==> config.mk <==
export PLATFORM = sky130hd
export DESIGN_NAME = cron_next_match_search_top_flat
export DESIGN_NICKNAME = d
export VERILOG_FILES = /design/src/rtl/cnms_pkg.sv /design/src/rtl/cnms_if.sv /design/src/rtl/cnms_dpath.sv /design/src/rtl/cnms_ctrl.sv /design/src/rtl/cron_next_match_search_top.sv /design/src/flat_wrapper.sv
export VERILOG_INCLUDE_DIRS = /design/src /design/src/rtl
export SDC_FILE = /design/constraint.sdc
export NUM_CORES = 2
export LEC_CHECK = 0
export BUFFER_PORTS_ARGS = -buffer_cell sky130_fd_sc_hd__buf_2
export CORE_MARGIN = 10
export CORE_UTILIZATION = 59
export DETAILED_ROUTE_END_ITERATION = 8
export PLACE_DENSITY = 0.87
export SYNTH_ARGS = -nofsm -noshare
export SYNTH_HDL_FRONTEND = slang
export SYNTH_HIERARCHICAL = 1
export SYNTH_SLANG_ARGS = --single-unit
==> constraint.sdc <==
create_clock -name clock -period 10.46 [get_ports clock]
set_input_delay 0.523 -clock clock [delete_from_list [all_inputs] [get_ports clock]]
set_output_delay 0.523 -clock clock [all_outputs]
set_load 0.1 [all_outputs]
==> src/rtl/cron_next_match_search_top_macros.svh <==
// assertion macros shared by the cron next-match search rtl
// no dependencies; included by the modules that carry checks
`ifndef CRON_NEXT_MATCH_SEARCH_TOP_MACROS_SVH
`define CRON_NEXT_MATCH_SEARCH_TOP_MACROS_SVH

// same-cycle implication, checked outside reset
`define CNMS_ASSERT_IMP(lbl, clk, rst, ante, cons, msg) \
   lbl: assert property (@(posedge clk) disable iff (rst) (ante) |-> (cons)) else $error(msg);

// next-cycle implication, checked outside reset
`define CNMS_ASSERT_NEXT(lbl, clk, rst, ante, cons, msg) \
   lbl: assert property (@(posedge clk) disable iff (rst) (ante) |=> (cons)) else $error(msg);

`endif

==> src/rtl/cnms_pkg.sv <==
// types, constants and calendar functions for the cron next-match search
// no dependencies; used by every other rtl file but the assertion macro header
`default_nettype none

package cnms_pkg;

   localparam int YEAR_IN_W  = 12;
   localparam int YEAR_W     = 13;
   localparam int MONTH_W    = 4;
   localparam int DAY_W      = 5;
   localparam int HOUR_W     = 5;
   localparam int MIN_W      = 6;
   localparam int OFFSET_W   = 10;
   localparam int WD_W       = 3;
   localparam int DOY_W      = 9;
   localparam int ISO_W      = 6;
   localparam int WSUM_W     = 14;

   localparam int MIN_MASK_W  = 60;
   localparam int HOUR_MASK_W = 24;
   localparam int DOM_MASK_W  = 32;
   localparam int MON_MASK_W  = 13;
   localparam int WD_MASK_W   = 7;
   localparam int ISO_MASK_W  = 54;

   localparam int CSR_IDX_W  = 3;
   localparam int CSR_DATA_W = 60;

   localparam logic [CSR_IDX_W-1:0] CSR_MINUTE = 3'd0;
   localparam logic [CSR_IDX_W-1:0] CSR_HOUR   = 3'd1;
   localparam logic [CSR_IDX_W-1:0] CSR_DOM    = 3'd2;
   localparam logic [CSR_IDX_W-1:0] CSR_MONTH  = 3'd3;
   localparam logic [CSR_IDX_W-1:0] CSR_WDAY   = 3'd4;
   localparam logic [CSR_IDX_W-1:0] CSR_ISOWK  = 3'd5;

   // internal years carry this bias; the calendar repeats every 400 years
   localparam logic [YEAR_W-1:0] YEAR_BIAS = 13'd400;

   localparam logic [1:0] WD_SEL_JAN1_CUR  = 2'd0;
   localparam logic [1:0] WD_SEL_JAN1_PREV = 2'd1;
   localparam logic [1:0] WD_SEL_TODAY     = 2'd2;

   typedef struct packed {
      logic       load;
      logic [1:0] wd_sel;
      logic       store_cur53;
      logic       store_prev53;
      logic       store_today;
      logic       step;
      logic       skip_hit;
      logic       final_hit;
      logic       miss;
      logic       fail;
      logic       out_load;
   } cmd_type;

   typedef struct packed {
      logic input_ok;
      logic day_hit;
      logic at_limit;
      logic need_second;
   } sts_type;

   function automatic logic is_leap(input logic [YEAR_W-1:0] y);
      logic [23:0] p;
      logic [6:0]  q;
      logic [13:0] c;
      logic        div100;
      p = y * 11'd1311;
      q = p[23:17];
      c = q * 7'd100;
      div100 = ({1'b0, y} == c);
      return (y[1:0] == 2'd0) && (!div100 || (q[1:0] == 2'd0));
   endfunction

   function automatic logic [DAY_W-1:0] month_len(input logic [YEAR_W-1:0] y,
                                                  input logic [MONTH_W-1:0] m);
      logic [DAY_W-1:0] r;
      case (m) inside
         4'd2: r = is_leap(y) ? 5'd29 : 5'd28;
         4'd4, 4'd6, 4'd9, 4'd11: r = 5'd30;
         default: r = 5'd31;
      endcase
      return r;
   endfunction

   function automatic logic [3:0] sak_offset(input logic [MONTH_W-1:0] m);
      logic [3:0] r;
      case (m)
         4'd1: r = 4'd0;  4'd2: r = 4'd3;  4'd3: r = 4'd2;  4'd4: r = 4'd5;
         4'd5: r = 4'd0;  4'd6: r = 4'd3;  4'd7: r = 4'd5;  4'd8: r = 4'd1;
         4'd9: r = 4'd4;  4'd10: r = 4'd6; 4'd11: r = 4'd2; 4'd12: r = 4'd4;
         default: r = 4'd0;
      endcase
      return r;
   endfunction

   // days of the year before the first of month m, february as 28
   function automatic logic [DOY_W-1:0] cum_days(input logic [MONTH_W-1:0] m);
      logic [DOY_W-1:0] r;
      case (m)
         4'd2: r = 9'd31;   4'd3: r = 9'd59;   4'd4: r = 9'd90;
         4'd5: r = 9'd120;  4'd6: r = 9'd151;  4'd7: r = 9'd181;
         4'd8: r = 9'd212;  4'd9: r = 9'd243;  4'd10: r = 9'd273;
         4'd11: r = 9'd304; 4'd12: r = 9'd334;
         default: r = 9'd0;
      endcase
      return r;
   endfunction

   // sakamoto sum before the mod 7
   function automatic logic [WSUM_W-1:0] weekday_sum(input logic [YEAR_W-1:0] y,
                                                    input logic [MONTH_W-1:0] m,
                                                    input logic [DAY_W-1:0] d);
      logic [YEAR_W-1:0] yy;
      logic [10:0]       q4;
      logic [23:0]       p1;
      logic [21:0]       p2;
      logic [6:0]        q100;
      logic [4:0]        q400;
      yy   = (m < 4'd3) ? (y - 13'd1) : y;
      q4   = yy[12:2];
      p1   = yy * 11'd1311;
      p2   = q4 * 11'd1311;
      q100 = p1[23:17];
      q400 = p2[21:17];
      return {1'b0, yy} + {3'b0, q4} - {7'b0, q100} + {9'b0, q400}
             + {10'b0, sak_offset(m)} + {9'b0, d};
   endfunction

   function automatic logic [WD_W-1:0] mod7(input logic [WSUM_W-1:0] s);
      logic [27:0] p;
      logic [11:0] q;
      logic [14:0] t;
      logic [WSUM_W-1:0] r;
      p = s * 14'd9363;
      q = p[27:16];
      t = q * 3'd7;
      r = s - t[WSUM_W-1:0];
      return r[WD_W-1:0];
   endfunction

   function automatic logic [MIN_W-1:0] first_set60(input logic [MIN_MASK_W-1:0] v);
      logic [MIN_W-1:0] r;
      r = '0;
      for (int i = MIN_MASK_W - 1; i >= 0; i--) begin
         if (v[i]) r = MIN_W'(i);
      end
      return r;
   endfunction

   function automatic logic [HOUR_W-1:0] first_set24(input logic [HOUR_MASK_W-1:0] v);
      logic [HOUR_W-1:0] r;
      r = '0;
      for (int i = HOUR_MASK_W - 1; i >= 0; i--) begin
         if (v[i]) r = HOUR_W'(i);
      end
      return r;
   endfunction

endpackage

`default_nettype wire

==> src/rtl/cnms_if.sv <==
// valid/ready channel interfaces for query and result transfers
// depends on cnms_pkg for field widths
`default_nettype none

interface cnms_req_if import cnms_pkg::*; ();
   logic                 valid;
   logic                 ready;
   logic [YEAR_IN_W-1:0] cur_year;
   logic [MONTH_W-1:0]   cur_month;
   logic [DAY_W-1:0]     cur_day;
   logic [HOUR_W-1:0]    cur_hour;
   logic [MIN_W-1:0]     cur_minute;
   logic                 skip_first;

   modport source (output valid, cur_year, cur_month, cur_day, cur_hour, cur_minute,
                   skip_first, input ready);
   modport sink (input valid, cur_year, cur_month, cur_day, cur_hour, cur_minute,
                 skip_first, output ready);
endinterface

interface cnms_rsp_if import cnms_pkg::*; ();
   logic                valid;
   logic                ready;
   logic                found;
   logic [OFFSET_W-1:0] offset_days;
   logic [HOUR_W-1:0]   match_hour;
   logic [MIN_W-1:0]    match_minute;

   modport source (output valid, found, offset_days, match_hour, match_minute,
                   input ready);
   modport sink (input valid, found, offset_days, match_hour, match_minute,
                 output ready);
endinterface

`default_nettype wire

==> src/rtl/cnms_dpath.sv <==
// datapath: mask registers, date walker, weekday unit, iso week and match logic
// depends on cnms_pkg; driven by cnms_ctrl through cmd_type and sts_type
`default_nettype none

module cnms_dpath import cnms_pkg::*; #(
   parameter int DAY_SCAN_LIMIT = 400
) (
   input  wire logic                  clock,
   input  wire logic                  reset,
   input  wire logic                  csr_we,
   input  wire logic [CSR_IDX_W-1:0]  csr_index,
   input  wire logic [CSR_DATA_W-1:0] csr_wdata,
   input  wire logic [YEAR_IN_W-1:0]  cur_year,
   input  wire logic [MONTH_W-1:0]    cur_month,
   input  wire logic [DAY_W-1:0]      cur_day,
   input  wire logic [HOUR_W-1:0]     cur_hour,
   input  wire logic [MIN_W-1:0]      cur_minute,
   input  wire logic                  skip_first,
   input  wire cmd_type               cmd,
   output sts_type                    sts,
   output logic                       found,
   output logic [OFFSET_W-1:0]        offset_days,
   output logic [HOUR_W-1:0]          match_hour,
   output logic [MIN_W-1:0]           match_minute
);

   localparam int OFF_W = $clog2(DAY_SCAN_LIMIT + 1);
   localparam int SUM_W = (OFF_W + 1 > OFFSET_W) ? OFF_W + 1 : OFFSET_W;

   logic [MIN_MASK_W-1:0]  min_mask_ff;
   logic [HOUR_MASK_W-1:0] hour_mask_ff;
   logic [DOM_MASK_W-1:0]  dom_mask_ff;
   logic [MON_MASK_W-1:0]  mon_mask_ff;
   logic [WD_MASK_W-1:0]   wd_mask_ff;
   logic [ISO_MASK_W-1:0]  iso_mask_ff;

   logic [YEAR_W-1:0]  y_ff, y_in;
   logic [MONTH_W-1:0] m_ff, m_in;
   logic [DAY_W-1:0]   d_ff, d_in;
   logic [HOUR_W-1:0]  fh_ff, fh_in;
   logic [MIN_W-1:0]   fmin_ff, fmin_in;
   logic               skip_ff, skip_in;
   logic [WD_W-1:0]    wd_ff, wd_in;
   logic [DOY_W-1:0]   doy_ff, doy_in;
   logic               cur53_ff, cur53_in;
   logic               prev53_ff, prev53_in;
   logic [WSUM_W-1:0]  wsum_ff, wsum_in;
   logic [OFF_W-1:0]   off_ff, off_in;
   logic               found1_ff, found1_in;
   logic [OFF_W-1:0]   off1_ff, off1_in;
   logic [HOUR_W-1:0]  h1_ff, h1_in;
   logic [MIN_W-1:0]   m1_ff, m1_in;

   logic                res_found_ff, res_found_in;
   logic [OFFSET_W-1:0] res_off_ff, res_off_in;
   logic [HOUR_W-1:0]   res_h_ff, res_h_in;
   logic [MIN_W-1:0]    res_m_ff, res_m_in;

   logic                out_found_ff;
   logic [OFFSET_W-1:0] out_off_ff;
   logic [HOUR_W-1:0]   out_h_ff;
   logic [MIN_W-1:0]    out_m_ff;

   // weekday unit operands
   logic [YEAR_W-1:0]  wy;
   logic [MONTH_W-1:0] wm;
   logic [DAY_W-1:0]   wday;
   logic [WD_W-1:0]    wd_res;
   logic               leap_cur;
   logic               leap_prev;
   logic               leap_next;

   // per-day evaluation
   logic [3:0]             iso_wd;
   logic [DOY_W-1:0]       wk_num;
   logic [17:0]            wk_prod;
   logic [6:0]             wk_raw;
   logic [ISO_W-1:0]       iso_wk;
   logic                   date_ok;
   logic [MIN_MASK_W-1:0]  min_after;
   logic [HOUR_MASK_W-1:0] hour_after;
   logic [HOUR_MASK_W-1:0] hour_same;
   logic                   day0;
   logic                   same_hour_ok;
   logic                   time_ok;
   logic [HOUR_W-1:0]      hit_h;
   logic [MIN_W-1:0]       hit_m;
   logic [DAY_W-1:0]       mlen;
   logic [WD_W-1:0]        wd_next;
   logic [SUM_W-1:0]       tot_off;
   logic [OFF_W-1:0]       off1_sel;

   always_ff @(posedge clock) begin
      if (reset) begin
         min_mask_ff  <= '0;
         hour_mask_ff <= '0;
         dom_mask_ff  <= '0;
         mon_mask_ff  <= '0;
         wd_mask_ff   <= '0;
         iso_mask_ff  <= '0;
      end else if (csr_we) begin
         unique case (csr_index)
            CSR_MINUTE: min_mask_ff  <= csr_wdata[MIN_MASK_W-1:0];
            CSR_HOUR:   hour_mask_ff <= csr_wdata[HOUR_MASK_W-1:0];
            CSR_DOM:    dom_mask_ff  <= csr_wdata[DOM_MASK_W-1:0];
            CSR_MONTH:  mon_mask_ff  <= csr_wdata[MON_MASK_W-1:0];
            CSR_WDAY:   wd_mask_ff   <= csr_wdata[WD_MASK_W-1:0];
            CSR_ISOWK:  iso_mask_ff  <= csr_wdata[ISO_MASK_W-1:0];
            default: ;
         endcase
      end
   end

   // weekday unit: sum registered, mod 7 on the next cycle
   always_comb begin
      unique case (cmd.wd_sel)
         WD_SEL_JAN1_CUR: begin
            wy = y_ff; wm = 4'd1; wday = 5'd1;
         end
         WD_SEL_JAN1_PREV: begin
            wy = y_ff - 13'd1; wm = 4'd1; wday = 5'd1;
         end
         WD_SEL_TODAY: begin
            wy = y_ff; wm = m_ff; wday = d_ff;
         end
         default: begin
            wy = y_ff; wm = m_ff; wday = d_ff;
         end
      endcase
      wsum_in   = weekday_sum(wy, wm, wday);
      wd_res    = mod7(wsum_ff);
      leap_cur  = is_leap(y_ff);
      leap_prev = is_leap(y_ff - 13'd1);
      leap_next = is_leap(y_ff + 13'd1);
   end

   // iso week of the current date
   always_comb begin
      iso_wd  = (wd_ff == 3'd0) ? 4'd7 : {1'b0, wd_ff};
      wk_num  = doy_ff + 9'd10 - {5'b0, iso_wd};
      wk_prod = wk_num * 9'd293;
      wk_raw  = wk_prod[17:11];
      if (wk_raw == 7'd0)
         iso_wk = prev53_ff ? 6'd53 : 6'd52;
      else if (wk_raw > 7'd52 && !cur53_ff)
         iso_wk = 6'd1;
      else
         iso_wk = wk_raw[ISO_W-1:0];
      date_ok = (m_ff <= 4'd12) && mon_mask_ff[m_ff] && dom_mask_ff[d_ff]
                && wd_mask_ff[wd_ff] && iso_mask_ff[iso_wk];
   end

   // first allowed time of the day
   always_comb begin
      for (int i = 0; i < MIN_MASK_W; i++)
         min_after[i] = min_mask_ff[i] && (MIN_W'(i) > fmin_ff);
      for (int i = 0; i < HOUR_MASK_W; i++) begin
         hour_after[i] = hour_mask_ff[i] && (HOUR_W'(i) > fh_ff);
         hour_same[i]  = hour_mask_ff[i] && (HOUR_W'(i) == fh_ff);
      end
      day0         = (off_ff == '0);
      same_hour_ok = (|hour_same) && (|min_after);
      if (!day0) begin
         time_ok = 1'b1;
         hit_h   = first_set24(hour_mask_ff);
         hit_m   = first_set60(min_mask_ff);
      end else if (same_hour_ok) begin
         time_ok = 1'b1;
         hit_h   = fh_ff;
         hit_m   = first_set60(min_after);
      end else begin
         time_ok = |hour_after;
         hit_h   = first_set24(hour_after);
         hit_m   = first_set60(min_mask_ff);
      end
   end

   always_comb begin
      mlen    = month_len(y_ff, m_ff);
      wd_next = (wd_ff == 3'd6) ? 3'd0 : wd_ff + 3'd1;
      off1_sel = found1_ff ? off1_ff : '0;
      tot_off = SUM_W'(off1_sel) + SUM_W'(off_ff);

      sts.input_ok = (|min_mask_ff) && (|hour_mask_ff) && (|dom_mask_ff)
                     && (|mon_mask_ff) && (|wd_mask_ff) && (|iso_mask_ff)
                     && (m_ff >= 4'd1) && (m_ff <= 4'd12) && (d_ff >= 5'd1)
                     && (d_ff <= mlen);
      sts.day_hit     = date_ok && time_ok;
      sts.at_limit    = (off_ff == OFF_W'(DAY_SCAN_LIMIT));
      sts.need_second = skip_ff && !found1_ff;
   end

   always_comb begin
      y_in = y_ff; m_in = m_ff; d_in = d_ff;
      fh_in = fh_ff; fmin_in = fmin_ff; skip_in = skip_ff;
      wd_in = wd_ff; doy_in = doy_ff;
      cur53_in = cur53_ff; prev53_in = prev53_ff;
      off_in = off_ff; found1_in = found1_ff;
      off1_in = off1_ff; h1_in = h1_ff; m1_in = m1_ff;
      res_found_in = res_found_ff; res_off_in = res_off_ff;
      res_h_in = res_h_ff; res_m_in = res_m_ff;

      if (cmd.load) begin
         y_in      = {1'b0, cur_year} + YEAR_BIAS;
         m_in      = cur_month;
         d_in      = cur_day;
         fh_in     = cur_hour;
         fmin_in   = cur_minute;
         skip_in   = skip_first;
         off_in    = '0;
         found1_in = 1'b0;
      end
      if (cmd.store_cur53)
         cur53_in = (wd_res == 3'd4) || (leap_cur && wd_res == 3'd3);
      if (cmd.store_prev53)
         prev53_in = (wd_res == 3'd4) || (leap_prev && wd_res == 3'd3);
      if (cmd.store_today) begin
         wd_in  = wd_res;
         doy_in = cum_days(m_ff) + {4'b0, d_ff}
                  + {8'b0, (leap_cur && m_ff > 4'd2)};
      end
      if (cmd.step) begin
         off_in = off_ff + OFF_W'(1);
         wd_in  = wd_next;
         if (d_ff < mlen) begin
            d_in   = d_ff + 5'd1;
            doy_in = doy_ff + 9'd1;
         end else if (m_ff < 4'd12) begin
            d_in   = 5'd1;
            m_in   = m_ff + 4'd1;
            doy_in = doy_ff + 9'd1;
         end else begin
            // new year: the old year's long-year flag moves back one
            d_in      = 5'd1;
            m_in      = 4'd1;
            y_in      = y_ff + 13'd1;
            doy_in    = 9'd1;
            prev53_in = cur53_ff;
            cur53_in  = (wd_next == 3'd4) || (leap_next && wd_next == 3'd3);
         end
      end
      if (cmd.skip_hit) begin
         found1_in = 1'b1;
         off1_in   = off_ff;
         h1_in     = hit_h;
         m1_in     = hit_m;
         fh_in     = hit_h;
         fmin_in   = hit_m;
         off_in    = '0;
      end
      if (cmd.final_hit) begin
         res_found_in = 1'b1;
         res_off_in   = tot_off[OFFSET_W-1:0];
         res_h_in     = hit_h;
         res_m_in     = hit_m;
      end
      if (cmd.miss) begin
         res_found_in = found1_ff;
         res_off_in   = found1_ff ? OFFSET_W'(off1_ff) : '0;
         res_h_in     = found1_ff ? h1_ff : '0;
         res_m_in     = found1_ff ? m1_ff : '0;
      end
      if (cmd.fail) begin
         res_found_in = 1'b0;
         res_off_in   = '0;
         res_h_in     = '0;
         res_m_in     = '0;
      end
   end

   always_ff @(posedge clock) begin
      if (reset) begin
         found1_ff <= 1'b0;
         off_ff    <= '0;
      end else begin
         found1_ff <= found1_in;
         off_ff    <= off_in;
      end
   end

   always_ff @(posedge clock) begin
      y_ff <= y_in; m_ff <= m_in; d_ff <= d_in;
      fh_ff <= fh_in; fmin_ff <= fmin_in; skip_ff <= skip_in;
      wd_ff <= wd_in; doy_ff <= doy_in;
      cur53_ff <= cur53_in; prev53_ff <= prev53_in;
      wsum_ff <= wsum_in;
      off1_ff <= off1_in; h1_ff <= h1_in; m1_ff <= m1_in;
      res_found_ff <= res_found_in; res_off_ff <= res_off_in;
      res_h_ff <= res_h_in; res_m_ff <= res_m_in;
      if (cmd.out_load) begin
         out_found_ff <= res_found_ff;
         out_off_ff   <= res_off_ff;
         out_h_ff     <= res_h_ff;
         out_m_ff     <= res_m_ff;
      end
   end

   assign found        = out_found_ff;
   assign offset_days  = out_off_ff;
   assign match_hour   = out_h_ff;
   assign match_minute = out_m_ff;

endmodule

`default_nettype wire

==> src/rtl/cnms_ctrl.sv <==
// controller: sequences start-up, the day walk, the skip pass and result transfer
// depends on cnms_pkg and the assertion macro header
`default_nettype none
`include "cron_next_match_search_top_macros.svh"

module cnms_ctrl import cnms_pkg::*; (
   input  wire logic    clock,
   input  wire logic    reset,
   input  wire logic    req_valid,
   output logic         req_ready,
   output logic         rsp_valid,
   input  wire logic    rsp_ready,
   input  wire sts_type sts,
   output cmd_type      cmd
);

   localparam logic [2:0] ST_IDLE   = 3'd0;
   localparam logic [2:0] ST_CHECK  = 3'd1;
   localparam logic [2:0] ST_WD1    = 3'd2;
   localparam logic [2:0] ST_WD2    = 3'd3;
   localparam logic [2:0] ST_WD3    = 3'd4;
   localparam logic [2:0] ST_SCAN   = 3'd5;
   localparam logic [2:0] ST_FINISH = 3'd6;

   logic [2:0] state_ff, state_in;
   logic       rsp_valid_ff, rsp_valid_in;

   always_comb begin
      cmd      = '0;
      state_in = state_ff;
      unique case (state_ff)
         ST_IDLE: begin
            if (req_valid) begin
               cmd.load = 1'b1;
               state_in = ST_CHECK;
            end
         end
         ST_CHECK: begin
            if (!sts.input_ok) begin
               cmd.fail = 1'b1;
               state_in = ST_FINISH;
            end else begin
               cmd.wd_sel = WD_SEL_JAN1_CUR;
               state_in   = ST_WD1;
            end
         end
         ST_WD1: begin
            cmd.wd_sel      = WD_SEL_JAN1_PREV;
            cmd.store_cur53 = 1'b1;
            state_in        = ST_WD2;
         end
         ST_WD2: begin
            cmd.wd_sel       = WD_SEL_TODAY;
            cmd.store_prev53 = 1'b1;
            state_in         = ST_WD3;
         end
         ST_WD3: begin
            cmd.store_today = 1'b1;
            state_in        = ST_SCAN;
         end
         ST_SCAN: begin
            if (sts.day_hit) begin
               if (sts.need_second) begin
                  cmd.skip_hit = 1'b1;
               end else begin
                  cmd.final_hit = 1'b1;
                  state_in      = ST_FINISH;
               end
            end else if (sts.at_limit) begin
               cmd.miss = 1'b1;
               state_in = ST_FINISH;
            end else begin
               cmd.step = 1'b1;
            end
         end
         ST_FINISH: begin
            // wait for the output register to drain
            if (!rsp_valid_ff || rsp_ready) begin
               cmd.out_load = 1'b1;
               state_in     = ST_IDLE;
            end
         end
         default: state_in = ST_IDLE;
      endcase

      if (cmd.out_load)
         rsp_valid_in = 1'b1;
      else if (rsp_ready)
         rsp_valid_in = 1'b0;
      else
         rsp_valid_in = rsp_valid_ff;
   end

   always_ff @(posedge clock) begin
      if (reset) begin
         state_ff     <= ST_IDLE;
         rsp_valid_ff <= 1'b0;
      end else begin
         state_ff     <= state_in;
         rsp_valid_ff <= rsp_valid_in;
      end
   end

   assign req_ready = (state_ff == ST_IDLE);
   assign rsp_valid = rsp_valid_ff;

   `CNMS_ASSERT_NEXT(a_accept_checks, clock, reset, req_valid && req_ready, state_ff == ST_CHECK, "accepted query did not start checking")
   `CNMS_ASSERT_IMP(a_load_when_free, clock, reset, cmd.out_load, !rsp_valid_ff || rsp_ready, "result loaded over a pending transfer")
   `CNMS_ASSERT_NEXT(a_final_finishes, clock, reset, state_ff == ST_SCAN && sts.day_hit && !sts.need_second, state_ff == ST_FINISH, "final match did not finish the search")
   `CNMS_ASSERT_NEXT(a_finish_valid, clock, reset, cmd.out_load, rsp_valid_ff && state_ff == ST_IDLE, "result not presented after load")

endmodule

`default_nettype wire

==> src/rtl/cron_next_match_search_top.sv <==
// top level of the cron next-match search: controller, datapath and channel ports
// depends on cnms_pkg, cnms_if, cnms_ctrl and cnms_dpath
`default_nettype none

// Finds the first minute strictly after the query's date and time that all six cron
// masks allow, optionally skipping one match. One query is in work at a time. After
// its transfer a query passes an input check (a failed check ends it with not found)
// and three overlapped passes through the weekday unit, whose sum is registered, then
// takes one cycle per calendar day examined, at most DAY_SCAN_LIMIT+1 days, or
// 2*DAY_SCAN_LIMIT+2 with skip_first set, before the result register is loaded.
// A finished result waits in its own output register while the next query is
// taken in. Mask registers reset to zero and may be written only while no query
// is in work.
module cron_next_match_search_top import cnms_pkg::*; #(
   parameter int DAY_SCAN_LIMIT = 400
) (
   input  wire logic                  clock,
   input  wire logic                  reset,
   input  wire logic                  csr_we,
   input  wire logic [CSR_IDX_W-1:0]  csr_index,
   input  wire logic [CSR_DATA_W-1:0] csr_wdata,
   cnms_req_if.sink                   req_chan,
   cnms_rsp_if.source                 rsp_chan
);

   cmd_type cmd;
   sts_type sts;

   cnms_ctrl u_ctrl (
      .clock     (clock),
      .reset     (reset),
      .req_valid (req_chan.valid),
      .req_ready (req_chan.ready),
      .rsp_valid (rsp_chan.valid),
      .rsp_ready (rsp_chan.ready),
      .sts       (sts),
      .cmd       (cmd)
   );

   cnms_dpath #(
      .DAY_SCAN_LIMIT (DAY_SCAN_LIMIT)
   ) u_dpath (
      .clock        (clock),
      .reset        (reset),
      .csr_we       (csr_we),
      .csr_index    (csr_index),
      .csr_wdata    (csr_wdata),
      .cur_year     (req_chan.cur_year),
      .cur_month    (req_chan.cur_month),
      .cur_day      (req_chan.cur_day),
      .cur_hour     (req_chan.cur_hour),
      .cur_minute   (req_chan.cur_minute),
      .skip_first   (req_chan.skip_first),
      .cmd          (cmd),
      .sts          (sts),
      .found        (rsp_chan.found),
      .offset_days  (rsp_chan.offset_days),
      .match_hour   (rsp_chan.match_hour),
      .match_minute (rsp_chan.match_minute)
   );

endmodule

`default_nettype wire

==> src/flat_wrapper.sv <==
// flat-port wrapper written by rule: the top's interface ports become plain ports
module cron_next_match_search_top_flat import cnms_pkg::*;
#(
   parameter int DAY_SCAN_LIMIT = 400
)
  (clock, reset, csr_we, csr_index, csr_wdata, req_chan_valid, req_chan_cur_year, req_chan_cur_month, req_chan_cur_day, req_chan_cur_hour, req_chan_cur_minute, req_chan_skip_first, req_chan_ready, rsp_chan_valid, rsp_chan_found, rsp_chan_offset_days, rsp_chan_match_hour, rsp_chan_match_minute, rsp_chan_ready);
  cnms_req_if req_chan_i ();
  cnms_rsp_if rsp_chan_i ();
  input  wire logic clock;
  input  wire logic reset;
  input  wire logic csr_we;
  input  wire logic [CSR_IDX_W-1:0] csr_index;
  input  wire logic [CSR_DATA_W-1:0] csr_wdata;
  input wire logic [$bits(req_chan_i.valid)-1:0] req_chan_valid;
  input wire logic [$bits(req_chan_i.cur_year)-1:0] req_chan_cur_year;
  input wire logic [$bits(req_chan_i.cur_month)-1:0] req_chan_cur_month;
  input wire logic [$bits(req_chan_i.cur_day)-1:0] req_chan_cur_day;
  input wire logic [$bits(req_chan_i.cur_hour)-1:0] req_chan_cur_hour;
  input wire logic [$bits(req_chan_i.cur_minute)-1:0] req_chan_cur_minute;
  input wire logic [$bits(req_chan_i.skip_first)-1:0] req_chan_skip_first;
  output wire logic [$bits(req_chan_i.ready)-1:0] req_chan_ready;
  output wire logic [$bits(rsp_chan_i.valid)-1:0] rsp_chan_valid;
  output wire logic [$bits(rsp_chan_i.found)-1:0] rsp_chan_found;
  output wire logic [$bits(rsp_chan_i.offset_days)-1:0] rsp_chan_offset_days;
  output wire logic [$bits(rsp_chan_i.match_hour)-1:0] rsp_chan_match_hour;
  output wire logic [$bits(rsp_chan_i.match_minute)-1:0] rsp_chan_match_minute;
  input wire logic [$bits(rsp_chan_i.ready)-1:0] rsp_chan_ready;
  assign req_chan_i.valid = req_chan_valid;
  assign req_chan_i.cur_year = req_chan_cur_year;
  assign req_chan_i.cur_month = req_chan_cur_month;
  assign req_chan_i.cur_day = req_chan_cur_day;
  assign req_chan_i.cur_hour = req_chan_cur_hour;
  assign req_chan_i.cur_minute = req_chan_cur_minute;
  assign req_chan_i.skip_first = req_chan_skip_first;
  assign req_chan_ready = req_chan_i.ready;
  assign rsp_chan_valid = rsp_chan_i.valid;
  assign rsp_chan_found = rsp_chan_i.found;
  assign rsp_chan_offset_days = rsp_chan_i.offset_days;
  assign rsp_chan_match_hour = rsp_chan_i.match_hour;
  assign rsp_chan_match_minute = rsp_chan_i.match_minute;
  assign rsp_chan_i.ready = rsp_chan_ready;
  cron_next_match_search_top #(.DAY_SCAN_LIMIT(DAY_SCAN_LIMIT)) u_core (.clock(clock), .reset(reset), .csr_we(csr_we), .csr_index(csr_index), .csr_wdata(csr_wdata), .req_chan(req_chan_i), .rsp_chan(rsp_chan_i));
endmodule
==> results.md <==
- Status: finished clean
- Die ar.: around 0.074 mm^2
- First-pass GRT wire length: 163 mm
- Die X: 272 um
- Latest clock arrival within the worst-skew pair: 0.57 ns
- Yosys reg bits: 339
- Net Count, Synth: approximately 5.4k
- Number of distinct library cells after synthesis: 105
- Tcrit/Tclk final: 0.971
- Placed insts: 5250
- Clock root buffer: clkbuf_16
- Antenna-violating nets left: 0
- HP Class: primary input to register
- Max-cap violations: 0
- Final hold violations: 0
- Starting Density: 0.596
- Clk sinks: 339
- Num CTS Buffers: 37
- Gr usage total: 0.267
- Grt total ovfl: 0
- CP dominant cell by count: a21o_1
- Residual DRC: 0
- Final Cell Area: 0.0414 mm^2
- Post-Layout Cell Count: 5347
- Crit path launch type: register
- CTS tree: done
- Largest area contributor in the netlist: ha_1
- Pin count of the biggest net entering global routing: 116
- Cell row count: ~90
- Worst slew pin tran: 1.30 ns
- Vias: 32.7k
- CTS Buffer Depth: 3
- TritonRoute pass-1 iters: 8
- Multi-input gate area: 0.0276 mm^2
- Critical path class: register to register
- Critical path endpoint category: register
- Layout cell share with drive strength beyond 1: 0.109
- Area grow syn2layout: 10.1%
- Setup tns final: 0 ns
- Crit-path max FO: 17
- Detail Placement HPWL: 79.1 mm
- Vias in the first global route: 32.6k
- Worst path slowest cell: nand3_1
- Storage element area: 0.00750 mm^2
- Syn Area/Cell: 8.71 um^2
- Fmax: 98.4 MHz
- Placed cell area: 0.0396 mm^2
- Vias per cell: 6.11
- Number of synthesized flops with an enable pin: slightly above 70
- R2R Setup Slk: 0.30 ns
- CP max stage delay: 0.62 ns
- Final wirelength: 104 mm
- Die Ht: 272 um
- Final GP Congestion: 0.976
- Max-slew headroom: 0.135
- Synthesis Warnings: 6
- Hold_buf cts: 0
- Core Util, Final: 0.656
- Fin crit period: about 10 ns
- DR iter-0 viols: 3558
- Arrival time worst endpoint: 10.63 ns
- Synth top area share: 0.222
- Ys async rst share: 0
- Worst Path Required: 10.93 ns
- IO buf count: 124
- Clock skew: 0.0453 ns
- Final setup viols: 0
- Register area share after synthesis: 0.199
- Layout filler cell count: 4710
- Primary FF master, synth: dfxtp_1
- Synth area leaders: ha_1 22%, dfxtp_1 14%, fa_1 14%
- IO Pins: 125
- Final Max Tran Viols: 0
- Post-Synthesis Cells: 4317
- Antenna violations before repair: 1
- Wire per inst: 19.4 um
- Nets@finish: 5507
- Synthesized area: 0.0376 mm^2
- CTS clock-pin slew for the worst setup and hold paths: around 0.06 ns
- Core box area: 0.0631 mm^2
- H-Tree Depth: 2
==> critical path: cells and delay by family, from the launching register on <==
kind / cells / cell delay [ns]
XOR/XNOR: 1 / 0.14
buffers and inverters: 5 / 0.72
AND/OR/NAND/NOR: 6 / 1.53
flip-flops: 1 / 0.35
AO/OA/AOI/OAI: 18 / 3.34
adder cells (fa/ha/maj): 11 / 3.98
==> metal layers <==
layer / wire length, um / part of all wire / GRT usage
met1: 39600 / 0.38 / 0.327
met2: 49300 / 0.48 / 0.450
met3: 9710 / 0.094 / 0.0473
met4: 5050 / 0.049 / 0.124
met5: 0 / 0 / 0
==> synth_stat cells, types with 22 or more instances <==
cell type	instances
a21o_1	51
a21oi_1	362
a31oi_1	22
and2_1	23
clkbuf_1	122
dfxtp_1	268
edfxtp_1	71
fa_1	267
ha_1	668
inv_1	592
mux2i_1	48
nand2_1	556
nand2b_1	23
nand3_1	73
nor2_1	200
nor2b_1	36
nor3_1	58
nor4_1	56
o21a_1	41
o21ai_0	129
o21bai_1	26
o22ai_1	33
xnor2_1	155
xor2_1	46
==> worst paths after layout <==
check | startpoint | to | cells past startpoint
setup / recovery | u_core/u_dpath/y_ff[9] | u_core/u_dpath/y_ff[8] | 41
hold / removal | req_chan_skip_first | u_core/u_dpath/skip_ff | 1
setup reg to reg | u_core/u_dpath/y_ff[9] | u_core/u_dpath/y_ff[8] | 41
hold reg to reg | u_core/u_dpath/res_off_ff[8] | u_core/u_dpath/offset_days[8] | 0
==> layout by cell type (no fill, tap or decap), types with 55 or more instances in the layout <==
cell type,instances
ha_1,667
inv_1,581
nand2_1,553
a21oi_1,354
fa_1,267
dfxtp_1,262
nor2_1,191
xnor2_1,144
buf_4,142
o21ai_0,125
buf_2,123
edfxtp_1,71
nand3_1,69
nor3_1,56
nor4_1,55
==> stage by stage <==
step	worst slack [ns]	hold slack (ns)
after floorplan	0.0541	0.403
after global placement	0.251	0.412
after detailed placement	-0.173	0.415
after CTS	0.0354	0.146
after global routing	-0.114	0.145
final	0.302	0.158
==> registers in the layout, indices dropped and copies added (netlist names), 4 cells and up, named ones only <==
| signal | count |
|---|---|
| u_core/u_dpath/mon_mask_ff | 13 |
| u_core/u_dpath/hour_mask_ff | 24 |
| u_core/u_dpath/dom_mask_ff | 32 |
| u_core/u_dpath/y_ff | 13 |
| u_core/u_dpath/wd_mask_ff | 7 |
| u_core/u_dpath/d_ff | 5 |
| u_core/u_dpath/match_hour | 5 |
| u_core/u_dpath/m_ff | 4 |
| u_core/u_dpath/fmin_ff | 6 |
| u_core/u_dpath/m1_ff | 6 |
| u_core/u_dpath/wsum_ff | 14 |
| u_core/u_dpath/res_off_ff | 10 |
| u_core/u_dpath/match_minute | 6 |
| u_core/u_dpath/fh_ff | 5 |
| u_core/u_dpath/iso_mask_ff | 54 |
| u_core/u_dpath/off1_ff | 9 |
| u_core/u_dpath/offset_days | 10 |
| u_core/u_dpath/res_h_ff | 5 |
| u_core/u_dpath/off_ff | 9 |
| u_core/u_dpath/h1_ff | 5 |
| u_core/u_dpath/res_m_ff | 6 |
| u_core/u_dpath/doy_ff | 9 |
| u_core/u_dpath/min_mask_ff | 60 |
==> repair_timing <==
action                                  in CTS  in global routing
gates resized for setup                      8                 68
pin swaps                                    0                 16
buffers inserted                             0                 28
endpoints found under the setup margin       5                 59
endpoints found under the hold margin        0                  0
==> logic make-up (layout without fill, tap and decap cells) <==
| kind of cell | after synthesis | in the layout | synth area share |
|---|---|---|---|
| AO/OA/AOI/OAI | 867 | 867 | 0.146 |
| other | 0 | 2 | 0 |
| buffers and inverters | 748 | 930 | 0.0765 |
| XOR/XNOR | 201 | 201 | 0.0468 |
| AND/OR/NAND/NOR | 1141 | 1141 | 0.138 |
| multiplexers | 86 | 86 | 0.0285 |
| flip-flops | 339 | 339 | 0.199 |
| adder cells (fa/ha/maj) | 935 | 935 | 0.365 |
==> cell type report <==
cell class / instances / area share
antenna: 2 / 0.000121
clock buffer: 52 / 0.0262
clock inverter: 15 / 0.00511
inverter: 595 / 0.0543
multi-input combinational: 3230 / 0.666
sequential: 339 / 0.181
tap: 846 / 0.0256
timing repair buffer: 268 / 0.0414
Power is not shown: default switching activity piles up to over one toggle a cycle in this logic, so the estimate is an artifact.
